## config.mk

```make
export PLATFORM = sky130hd
export DESIGN_NAME = rfsp_ctrl
export DESIGN_NICKNAME = d
export VERILOG_FILES = /design/src/rtl/record_fifo_sequence_purge_unit_macros.svh /design/src/rtl/rfsp_pkg.sv /design/src/rtl/rfsp_ctrl.sv
export SDC_FILE = /design/constraint.sdc
export NUM_CORES = 1
export LEC_CHECK = 0
export BUFFER_PORTS_ARGS = -buffer_cell sky130_fd_sc_hd__buf_4
export CAP_MARGIN = 5
export CORE_AREA = 2 2 39 41
export CTS_CLUSTER_DIAMETER = 120
export DETAILED_ROUTE_END_ITERATION = 6
export DIE_AREA = 0 0 41 43
export GPL_TIMING_DRIVEN = 0
export PLACE_DENSITY = 0.67
export SETUP_SLACK_MARGIN = 0.5
export SKIP_LAST_GASP = 1
export SLEW_MARGIN = 10
export SYNTH_ARGS = -nofsm -noshare
export SYNTH_HDL_FRONTEND = slang
export SYNTH_SLANG_ARGS = --single-unit
export TNS_END_PERCENT = 10
```

## constraint.sdc

```tcl
create_clock -name clk -period 4 [get_ports clk]
set_input_delay 0.8 -clock clk [delete_from_list [all_inputs] [get_ports clk]]
set_output_delay 0.8 -clock clk [all_outputs]
set_load 0.05 [all_outputs]
```

## src/rtl/record_fifo_sequence_purge_unit_macros.svh

```systemverilog
// Assertion macros used by the datapath of the record FIFO purge unit.
`ifndef RECORD_FIFO_SEQUENCE_PURGE_UNIT_MACROS_SVH
`define RECORD_FIFO_SEQUENCE_PURGE_UNIT_MACROS_SVH

// Check a condition at every clock edge outside reset.
`define RFSP_ASSERT_ALWAYS(label, clk, rst_n, cond) \
    label: assert property (@(posedge clk) disable iff (!rst_n) (cond)) \
        else $error("rfsp: invariant violated");

// Check that a trigger is followed by its consequence in the next cycle.
`define RFSP_ASSERT_NEXT(label, clk, rst_n, ante, cons) \
    label: assert property (@(posedge clk) disable iff (!rst_n) (ante) |=> (cons)) \
        else $error("rfsp: sequence violated");

`endif

```

## src/rtl/rfsp_pkg.sv

```systemverilog
// Types and constants of the record FIFO purge unit.
`default_nettype none

package rfsp_pkg;

    localparam int unsigned TAG_FIRST = 32;
    localparam int unsigned TAG_END   = 36;
    localparam logic [31:0] TAG_NONE  = 32'hffff_ffff;

    typedef enum logic [1:0] {
        OP_PUSH  = 2'd0,
        OP_PEEK  = 2'd1,
        OP_POP   = 2'd2,
        OP_PURGE = 2'd3
    } op_t;

    typedef enum logic [1:0] {
        ST_OK           = 2'd0,
        ST_INVALID      = 2'd1,
        ST_BACKPRESSURE = 2'd2,
        ST_WOULD_BLOCK  = 2'd3
    } status_t;

    typedef enum logic [1:0] {
        MODE_ACCEPT       = 2'd0,
        MODE_BACKPRESSURE = 2'd1,
        MODE_INVALID      = 2'd2
    } mode_t;

    typedef enum logic [3:0] {
        S_INIT,
        S_IDLE,
        S_ORD,
        S_SLOT,
        S_PEEK,
        S_PG_ORD,
        S_PG_TAG,
        S_PG_DEC,
        S_RES
    } state_t;

    typedef struct packed {
        logic [1:0]  op;
        logic [7:0]  data_byte;
        logic        last_byte;
        logic [10:0] byte_index;
        logic [31:0] sequence_req;
    } in_item_t;

    typedef struct packed {
        logic [1:0]  status;
        logic [7:0]  read_byte;
        logic [11:0] record_length;
        logic [3:0]  removed_count;
        logic [3:0]  queue_count;
        logic        full_res;
        logic        empty_res;
    } out_item_t;

    // Commands from controller to datapath.
    typedef struct packed {
        logic init_wr;
        logic in_ready;
        logic ord_rd;
        logic slot_step;
        logic fin_peek;
        logic pg_ord;
        logic pg_tag;
        logic pg_dec;
        logic load_out;
    } cmd_t;

    // Status from datapath to controller.
    typedef struct packed {
        logic       init_last;
        logic       in_valid;
        logic [1:0] op;
        logic       pg_done;
        logic       out_free;
    } stat_t;

endpackage

`default_nettype wire

```

## src/rtl/rfsp_ctrl.sv

```systemverilog
// Controller state machine of the record FIFO purge unit.
`default_nettype none

module rfsp_ctrl
    import rfsp_pkg::*;
(
    input  wire logic  clk,
    input  wire logic  rst_n,
    input  wire stat_t stat,
    output cmd_t       cmd
);
    state_t state_reg, state_next;

    // Hold state
    always_ff @(posedge clk or negedge rst_n)
    begin
        if (!rst_n)
        begin
            state_reg <= S_INIT;
        end
        else
        begin
            state_reg <= state_next;
        end
    end

    // Advance state
    always_comb
    begin
        state_next = state_reg;
        unique case (state_reg)
            S_INIT:
            begin
                if (stat.init_last) state_next = S_IDLE;
            end
            S_IDLE:
            begin
                if (stat.in_valid)
                begin
                    state_next = (stat.op == OP_PURGE) ? S_PG_ORD : S_ORD;
                end
            end
            S_ORD:    state_next = S_SLOT;
            S_SLOT:   state_next = (stat.op == OP_PEEK) ? S_PEEK : S_RES;
            S_PEEK:   state_next = S_RES;
            S_PG_ORD: state_next = S_PG_TAG;
            S_PG_TAG: state_next = S_PG_DEC;
            S_PG_DEC: state_next = stat.pg_done ? S_RES : S_PG_ORD;
            S_RES:
            begin
                if (stat.out_free) state_next = S_IDLE;
            end
            default:  state_next = S_INIT;
        endcase
    end

    // Drive commands
    always_comb
    begin
        cmd = '0;
        unique case (state_reg)
            S_INIT:   cmd.init_wr   = 1'b1;
            S_IDLE:   cmd.in_ready  = 1'b1;
            S_ORD:    cmd.ord_rd    = 1'b1;
            S_SLOT:   cmd.slot_step = 1'b1;
            S_PEEK:   cmd.fin_peek  = 1'b1;
            S_PG_ORD: cmd.pg_ord    = 1'b1;
            S_PG_TAG: cmd.pg_tag    = 1'b1;
            S_PG_DEC: cmd.pg_dec    = 1'b1;
            S_RES:    cmd.load_out  = stat.out_free;
            default:  cmd = '0;
        endcase
    end
endmodule

`default_nettype wire

```

=== Word-level counts from Yosys, hierarchy flattened ===
Index checks and enable logic that the tools add are counted.

* Bits in registers: 4
* Input port bits: 8
* Logic and storage cells: 32

* Equal/unequal tests: 13
* Muxes and demuxes: 16
* Reduce and logical (&&, ||, !) cells: 2

{| class="wikitable"
|+ Operators by type and width
! operator !! number
|-
| 4-bit one-hot mux with 9 select lines || 1
|-
| 4-bit two-way mux || 5
|-
| 4-bit by 3-bit == test with 1-bit output (second input constant) || 4
|-
| 1-bit two-way mux || 9
|-
| 4-bit by 2-bit == test with 1-bit output (second input constant) || 2
|-
| 2-bit != test (second input constant) || 3
|-
| 4-bit by 1-bit == test with 1-bit output (second input constant) || 1
|-
| 4-bit == test (second input constant) || 1
|-
| 4-bit zero test || 1
|-
| 3-bit two-way mux || 1
|-
| 3-bit AND reduction || 1
|-
| 2-bit by 1-bit == test with 1-bit output (second input constant) || 1
|-
| 2-bit == test (second input constant) || 1
|}

=== Logic depth before layout (Yosys ltp) ===
Gate-level depths: netlist (run 1).

* Word-level depth: 4
* Mapped depth: 4
* Gate-level depth less buffers: 3

=== Worst setup path after synthesis (run 1) ===
Ideal clock, no wire load.

* Path type: register to output
* Start: register state_reg[1]
* End: output port cmd[8] in the netlist's numbering
* Arrival: 2.157 ns
* Required time: 3.200 ns
* Slack: 1.043 ns
* Stages on the path, launching flop included: 3
* Path through: dfrtp_1 buf_2 nor4_1

{| class="wikitable"
|+ RTL lines
! element !! line !! text
|-
| start, declared || rfsp_ctrl.sv:12 || <nowiki>state_t state_reg, state_next;</nowiki>
|-
| start signal, assigned || rfsp_ctrl.sv:23 || <nowiki>state_reg <= state_next;</nowiki>
|-
| end, declared || rfsp_ctrl.sv:10 || <nowiki>output cmd_t cmd</nowiki>
|}

==> results of run 1 <==
per-layer routing:
metal	routed length [um]	track usage (%)	vias to the layer above
met5	0	0	-
met1	503	21.7	218
met3	63	8.38	2
met2	479	20.0	19
met4	18	4.00	0
li1	-	-	229
Yosys cell counts, types with 2 or more instances:
master / count / area (um^2)
inv_1: 5 / 18.8
buf_4: 2 / 15.0
nor2_1: 2 / 7.51
dfrtp_1: 4 / 100
a211oi_2: 2 / 25.0
nand2_1: 4 / 15.0
nand2b_1: 2 / 12.5
nor3_1: 4 / 20.0
per-stage QoR:
stage          total power, W  worst slack [ns]  std cells  util [%]
2_1_floorplan        0.000360              1.04         50         -
3_3_place_gp         0.000444              1.95         82      40.9
3_5_place_dp         0.000444              1.96         82      40.9
4_1_cts              0.000497              1.70         85      42.5
5_1_grt              0.000533              1.57         85      42.5
6_report             0.000495              1.71         85      42.5
worst paths after layout:
path	start	to	slack, ns
max	state_reg[1]	cmd[0]	1.71
min	rst_n	state_reg[2]	0.35
max reg2reg	state_reg[0]	state_reg[0]	2.56
min reg2reg	state_reg[3]	state_reg[1]	0.66
max in group asynchronous	rst_n	state_reg[1]	3.55
min in group clk	state_reg[3]	state_reg[1]	0.66
worst reg2reg max path: cells and delay by family (launching register included):
| kind | cells | cell delay (ns) |
|---|---|---|
| and+or+nand+nor | 1 | 0.25 |
| DFF | 1 | 0.40 |
| buffers and inverters | 1 | 0.18 |
| AOI/OAI and AO/OA | 2 | 0.48 |
logic make-up after synthesis:
kind of cell    Yosys count  share of synthesized area [%]
buf+inv                  10                           12.6
compound gates           13                           27.4
flops                     4                           23.5
simple gates             23                           36.5
final cells by class:
type                       instances  area, um^2  area share, %
clock buffer                       3        22.5           3.83
multi-input combinational         36         272           46.2
tap                               16        20.0           3.40
buffer                             4        31.3           5.32
sequential                         4         100           17.0
inverter                           6        22.5           3.83
timing repair buffer              16         120           20.4
power by group through the flow:
| stage | Combinational (W) | Clock, W | Sequential [W] |
|---|---|---|---|
| 6_report | 0.000366 | 0.0000497 | 0.0000794 |
| 5_1_grt | 0.000395 | 0.0000556 | 0.0000825 |
| 4_1_cts | 0.000365 | 0.0000526 | 0.0000795 |
| 3_5_place_dp | 0.000364 | 0 | 0.0000801 |
| 3_3_place_gp | 0.000365 | 0 | 0.0000797 |
| 2_1_floorplan | 0.000286 | 0 | 0.0000739 |
==> reports/metrics.cfg, run 1 <==
[yosys]
synth-seq-cells=4
synth_cell_type_count=33
ys_seq_area_share_pct=23.5
async_reset_ff_share_pct=100
syn_area_um2=425
synth_edf_count=0
synth_ff_type=dfrtp_1
netlist_instances=50
synth_area_per_cell_um2=8.51
synth_nets=58
synth_warnings=0

[clock_tree]
clock_latency_ns=0.23
path_clk_slew_ns=0.04
h-tree-depth=1
cts_hold_buf=0
cts_tree=done
cts_root_buffer=clkbuf_4
post-cts-setup-buffers=0
cts.path.max_buffers=2
cts.sink_count=4
post_cts_resized=0
cts_buffers=3

[sta]
holdWs_ns=0.352
rsz0062_at_grt=false
relSlewSlack_pct=78.9
worst_pin_slew_ns=0.316
setup_viol=0
skew_ns=0.00320
fmax_mhz=436
slew_violations=0
fin_crit_ns=2.29
period_share_pct=57.3
finalHoldViolCount=0
tns_ns=0

[floorplanning]
die_w_um=41
io_pins=17
initial_core_util_pct=30.7
die_h_um=43
rows=14
core_um2=1380
dieArea_um2=1760

[critical_path]
critPathLaunchType=flip-flop
path_depth=4
worstPathCellList=buf_2 -> nor2_1 -> and3_1 -> buf_4
cp_top_family=flip-flops
cp_max_fo=10
cp.arrival_ns=1.49
end_kind=primary output
crit_slowest_cell=dfrtp_1
max_stage_delay_ns=0.44
critPathKind=reg2out
required_ns=3.20
ff2ff_path_depth=4
critPathBufInv=2

[run]
cap_violations=0

[final_layout]
final_nets=79
layout-drive-gt1-share_pct=42.0
stdcell_area_um2=588
largest_reg_flops=4
diodes=0
area_growth_pct=38.2
final_cell_mix=18 x buf_4, 5 x inv_1, 4 x nand2_1, 4 x nor3_1, 4 x dfrtp_1
fillCellCount=136
final_common_cell=buf_4

[place]
gp_congestion=0.873
portBuffers=16
place_area_um2=566
dpl.hpwl_um=794

[run_status]
outcome=finished clean

[drt]
drc=0
wl_um=1060
vias=468
avgViaCountPerCell=5.51
wire_per_inst_um=12.5
drtIter0Drc=22
drt.antenna.violating_nets=0
drt_first_pass_iters=5

[global_route]
antenna_found_initial=0
gr-total-overflow=0
grt_pass1_wl_um=1860
grt_pass1_vias=434
grt_usage_pct=15.4
grt_max_degree=11

[pwr]
p_sw_w=0.000265
p_int_w=0.000230
combPwrFrac_pct=73.9
p_leak_nw=0.277
vdd_drop_max_uv=392
p_seq_share_pct=16.0
swShare_pct=53.5
powerDensity_nw_per_um2=842
power_frac_clock_pct=10.0

[hold_path]
hold_class=in2async

(Power assumes the default switching activity.)
==> run 2, diff against run 1 <==
--- a/config.mk
+++ b/config.mk
@@ -12,7 +12,7 @@
 export DETAILED_ROUTE_END_ITERATION = 6
 export DIE_AREA = 0 0 41 43
 export GPL_TIMING_DRIVEN = 0
-export PLACE_DENSITY = 0.67
+export PLACE_DENSITY = 0.69
 export SETUP_SLACK_MARGIN = 0.5
 export SKIP_LAST_GASP = 1
 export SLEW_MARGIN = 10
==> constraint.sdc (replaced) <==
create_clock -name clk -period 2 [get_ports clk]
set_input_delay 0.4 -clock clk [delete_from_list [all_inputs] [get_ports clk]]
set_output_delay 0.4 -clock clk [all_outputs]
set_load 0.05 [all_outputs]
==> reports/metrics.cfg, run 2 (same netlist as run 1, synthesis figures left out) <==
[floorplanning]
initial_core_util_pct=30.7  ; unchanged
dieArea_um2=1760  ; unchanged
die_w_um=41  ; unchanged
rows=14  ; unchanged
io_pins=17  ; unchanged
core_um2=1380  ; unchanged
die_h_um=43  ; unchanged

[critical_path]
end_kind=primary output
cp_max_fo=10  ; unchanged
startpoint=state_reg[1]
endpoint=cmd[0]
required_ns=1.60  ; -1.60 ns
critPathKind=reg2out
critPathLaunchType=flip-flop
rr_endpoint=state_reg[0]
ff2ff_path_depth=4  ; unchanged
rrSetupSlack_ns=0.43  ; -2.13 ns
cp.arrival_ns=1.32  ; -0.17 ns
reg2reg_from=state_reg[0]

[clock_tree]
path_clk_slew_ns=0.04  ; about the same
h-tree-depth=1  ; unchanged
cts_buffers=3  ; unchanged
cts.path.max_buffers=2  ; unchanged
clock_latency_ns=0.23  ; about the same
cts.sink_count=4  ; unchanged
cts_root_buffer=clkbuf_4
cts_tree=done

[sta]
setup_ws_ns=0.277  ; -1.43 ns
fin_crit_ns=1.72
finalHoldViolCount=0  ; unchanged
rsz0062_at_grt=true
period_share_pct=86.1
slew_violations=0  ; unchanged
tns_ns=0  ; unchanged
worst_pin_slew_ns=0.315  ; -0.000577 ns
setup_viol=0  ; unchanged
skew_ns=0.00355  ; +0.000353 ns
relSlewSlack_pct=78.9  ; +0.089 points
fmax_mhz=580

[final_layout]
layout-drive-gt1-share_pct=69.0  ; +27 points
final_common_cell=buf_4
largest_reg_flops=4  ; unchanged
stdcell_area_um2=816  ; +39%
diodes=0  ; unchanged
area_growth_pct=91.8
final_cell_mix=23 x buf_4, 9 x buf_6
final_nets=94  ; +19%
stdcell_count=100  ; +18%

[hold_path]
hold_class=in2reg
hold_start=stat[4]

[pwr]
p_total_w=0.00135  ; +170%
powerDensity_nw_per_um2=1660  ; +97%
p_leak_nw=0.369  ; +33%
vdd_drop_max_uv=865  ; +120%

[run]
cap_violations=0  ; unchanged

[drt]
drt_first_pass_iters=4  ; -1
wire_per_inst_um=14.5  ; +16%
wl_um=1450  ; +36%
avgViaCountPerCell=5.49  ; -0.29%
drtIter0Drc=24  ; +9.1%
vias=549  ; +17%
drt.antenna.violating_nets=0  ; unchanged
drc=0  ; unchanged

[place]
dp_slack_ns=0.343  ; -1.62 ns
portBuffers=16  ; unchanged
dpl.hpwl_um=850  ; +7.0%
gp_congestion=0.845  ; -3.2%
place_area_um2=609  ; +7.7%
dp_cells=82  ; unchanged

[run_status]
outcome=finished clean

[global_route]
antenna_found_initial=0  ; unchanged
grt_usage_pct=19.0  ; +3.6 points
gr-total-overflow=0  ; unchanged
grt_pass1_wl_um=2220  ; +19%
grt_pass1_vias=513  ; +18%
grt_max_degree=11  ; unchanged

[run 2: cell types whose count changed in the layout (fill, tap and decap cells not counted), moves of 2 or more]
cell,before,now
nand2_1,4,2
inv_2,1,3
buf_4,18,23
inv_1,5,3
nand2_2,0,2
dfrtp_1,4,2
buf_6,1,9
nor3_2,0,3
buf_8,0,2
nor2_1,2,0
nor3_1,4,0
dfrtp_2,0,2
[run 2: worst min path at each step]
stage	depth (start not counted)	endpoint
detailed placement	1	state_reg[0]
global placement	1	state_reg[0]
floorplan	0	state_reg[0]
finish	2	state_reg[0]
CTS	2	state_reg[0]
global route	2	state_reg[0]
[run 2: timing repair]
action | CTS | global route
hold buffers | 1 | 0
pin swaps | 2 | 1
hold endpoints to repair | 4 | 0
setup endpoints to repair | 9 | 11
buffers inserted | 9 | 5
resized for setup | 20 | 3
[run 2: through the flow]
| stage | hold WS (ns) | util (%) |
|---|---|---|
| 6_report | 0.370 | 59.0 |
| 5_1_grt | 0.353 | 59.0 |
| 4_1_cts | 0.354 | 55.8 |
| 3_5_place_dp | 0.198 | 44.0 |
| 3_3_place_gp | 0.196 | 44.0 |
| 2_1_floorplan | 0.104 | - |
[run 2: layer usage]
layer	global-route usage (%)	part of all wire, %	wire length, um
met1	24.4	40	583
met2	27.2	48	699
met3	5.24	9.4	136
met4	10.7	2.2	32
met5	0	0	0
[run 2: power breakdown]
group | total (W) | internal [W] | leakage, nW | switching (W)
clock network | 0.0000975 | 0.0000669 | 0.0138 | 0.0000306
logic | 0.00110 | 0.000500 | 0.306 | 0.000598
registers | 0.000160 | 0.000120 | 0.0488 | 0.0000392
[run 2: area by class of cell]
cell class | count | area [um^2]
multi-input combinational | 36 | 334
buffer | 4 | 48.8
inverter | 6 | 22.5
tap | 16 | 20.0
fill | 127 | 568
timing repair buffer | 31 | 265
clock buffer | 3 | 22.5
sequential | 4 | 103
[run 2: critical path, stage by stage (launching register included)]
cell     delay [ns]
dfrtp_2        0.44
buf_6          0.17
nor2_4         0.14
and3_4         0.20
buf_8          0.14
==> run 3, diff against run 2 <==
==> constraint.sdc (replaced) <==
create_clock -name clk -period 2 [get_ports clk]
set_input_delay 0.2 -clock clk [delete_from_list [all_inputs] [get_ports clk]]
set_output_delay 0.2 -clock clk [all_outputs]
set_load 0.05 [all_outputs]
==> reports/metrics.cfg, run 3 (same netlist as run 1, synthesis figures left out) <==
[run_status]
outcome=finished clean

[clock_tree]
cts_root_buffer=clkbuf_4
cts.sink_count=4  ; unchanged
clock_latency_ns=0.23  ; about the same
cts.path.max_buffers=2  ; unchanged
path_clk_slew_ns=0.04  ; about the same
h-tree-depth=1  ; unchanged
cts_buffers=3  ; unchanged
cts_tree=done

[global_route]
antenna_found_initial=0  ; unchanged
gr-total-overflow=0  ; unchanged
grt_pass1_vias=421  ; -18%
grt_max_degree=11  ; unchanged
grt_usage_pct=15.5  ; -3.4 points
grt_pass1_wl_um=1830  ; -18%

[sta]
rsz0062_at_grt=true
tns_ns=0  ; unchanged
period_share_pct=75.8  ; -10 points
worst_pin_slew_ns=0.286  ; -0.0297 ns
fin_crit_ns=1.52  ; -0.207 ns
skew_ns=0.00221  ; -0.00134 ns
setup_viol=0  ; unchanged
holdWs_ns=0.170  ; -0.200 ns
relSlewSlack_pct=81.0  ; +2.0 points
finalHoldViolCount=0  ; unchanged
fmax_mhz=660  ; +14%
slew_violations=0  ; unchanged

[critical_path]
cp_top_family=flip-flops
required_ns=1.80  ; +0.20 ns
critPathKind=reg2out
end_kind=primary output
cp_max_fo=5  ; -5
cp.arrival_ns=1.32  ; about the same
crit_slowest_cell=dfrtp_2
critPathBufInv=2  ; unchanged
critPathLaunchType=flip-flop
max_stage_delay_ns=0.42  ; -0.02 ns
path_common_cell=buf_8
worstPathCellList=buf_8 -> and2b_1 -> and3_4 -> buf_8

[drt]
vias=485  ; -12%
wl_um=1230  ; -16%
wire_per_inst_um=13.2  ; -9.3%
drtIter0Drc=6  ; -75%
drt.antenna.violating_nets=0  ; unchanged
drc=0  ; unchanged
drt_first_pass_iters=4  ; unchanged
avgViaCountPerCell=5.22  ; -5.0%

[final_layout]
final_cell_mix=16 x buf_4, 8 x buf_6, 4 x inv_1, 4 x nor3_2
area_growth_pct=77.6
largest_reg_flops=4  ; unchanged
stdcell_area_um2=756  ; -7.4%
layout-drive-gt1-share_pct=62.3  ; -6.7 points
final_nets=87  ; -7.4%
diodes=0  ; unchanged
final_common_cell=buf_4

[floorplanning]
io_pins=17  ; unchanged
dieArea_um2=1760  ; unchanged
core_um2=1380  ; unchanged
die_h_um=43  ; unchanged
die_w_um=41  ; unchanged
initial_core_util_pct=30.7  ; unchanged
rows=14  ; unchanged

[pwr]
vdd_drop_max_uv=577  ; -33%
p_total_w=0.00124  ; -8.5%
p_leak_nw=0.337  ; -8.8%
powerDensity_nw_per_um2=1640  ; -1.2%

[place]
gp_congestion=0.842  ; -0.27%
dpl.hpwl_um=774  ; -8.9%
place_area_um2=601  ; -1.4%
portBuffers=16  ; unchanged

[run]
cap_violations=0  ; unchanged

[hold_path]
hold_class=in2reg

[run 3: area by class of cell]
class | instances | area [um^2]
buffer | 4 | 52.6
clock buffer | 3 | 22.5
fill | 131 | 628
inverter | 6 | 22.5
multi-input combinational | 36 | 323
sequential | 4 | 103
tap | 16 | 20.0
timing repair buffer | 24 | 213
[run 3: routing by layer]
layer	GRT usage (%)	part of all wire, %
met5	0	0
met4	4.00	0
met1	20.5	43
met3	5.24	4.9
met2	23.4	52
[run 3: path summary, 6_finish.rpt]
check,depth (start not counted),to,slack [ns],start
worst max register to register,5,state_reg[0],0.50,state_reg[2]
worst max-delay path,4,cmd[0],0.48,state_reg[2]
worst min-delay path,2,state_reg[0],0.17,stat[4]
min in group asynchronous,2,state_reg[3],0.30,rst_n
worst min register to register,2,state_reg[3],0.65,state_reg[3]
max in group asynchronous,2,state_reg[2],1.59,rst_n
[run 3: worst reg2reg max path: stages (launching register included)]
cell and delay [ns]:
dfrtp_2 0.42, buf_4 0.16, nor4b_4 0.29, buf_4 0.17, a222oi_1 0.08, o32ai_1 0.26
[run 3: power breakdown]
part	switching [W]	internal (W)
Combinational	0.000544	0.000436
Clock	0.0000325	0.0000671
Sequential	0.0000408	0.000120
Total	0.000617	0.000623
[run 3: repair_timing]
item                                   CTS  global route
resized for setup                       17             5
pin swaps                                2             2
hold buffers                             1             0
setup endpoints to repair                9            10
setup buffers                            6             1
endpoints found under the hold margin    4             0
[run 3: metrics by stage]
step / cells / utilization [%] / setup slack, ns
2_1_floorplan: 50 / - / 0.242
3_3_place_gp: 82 / 43.4 / 0.538
3_5_place_dp: 82 / 43.4 / 0.536
4_1_cts: 92 / 52.8 / 0.484
5_1_grt: 93 / 54.6 / 0.435
6_report: 93 / 54.6 / 0.484
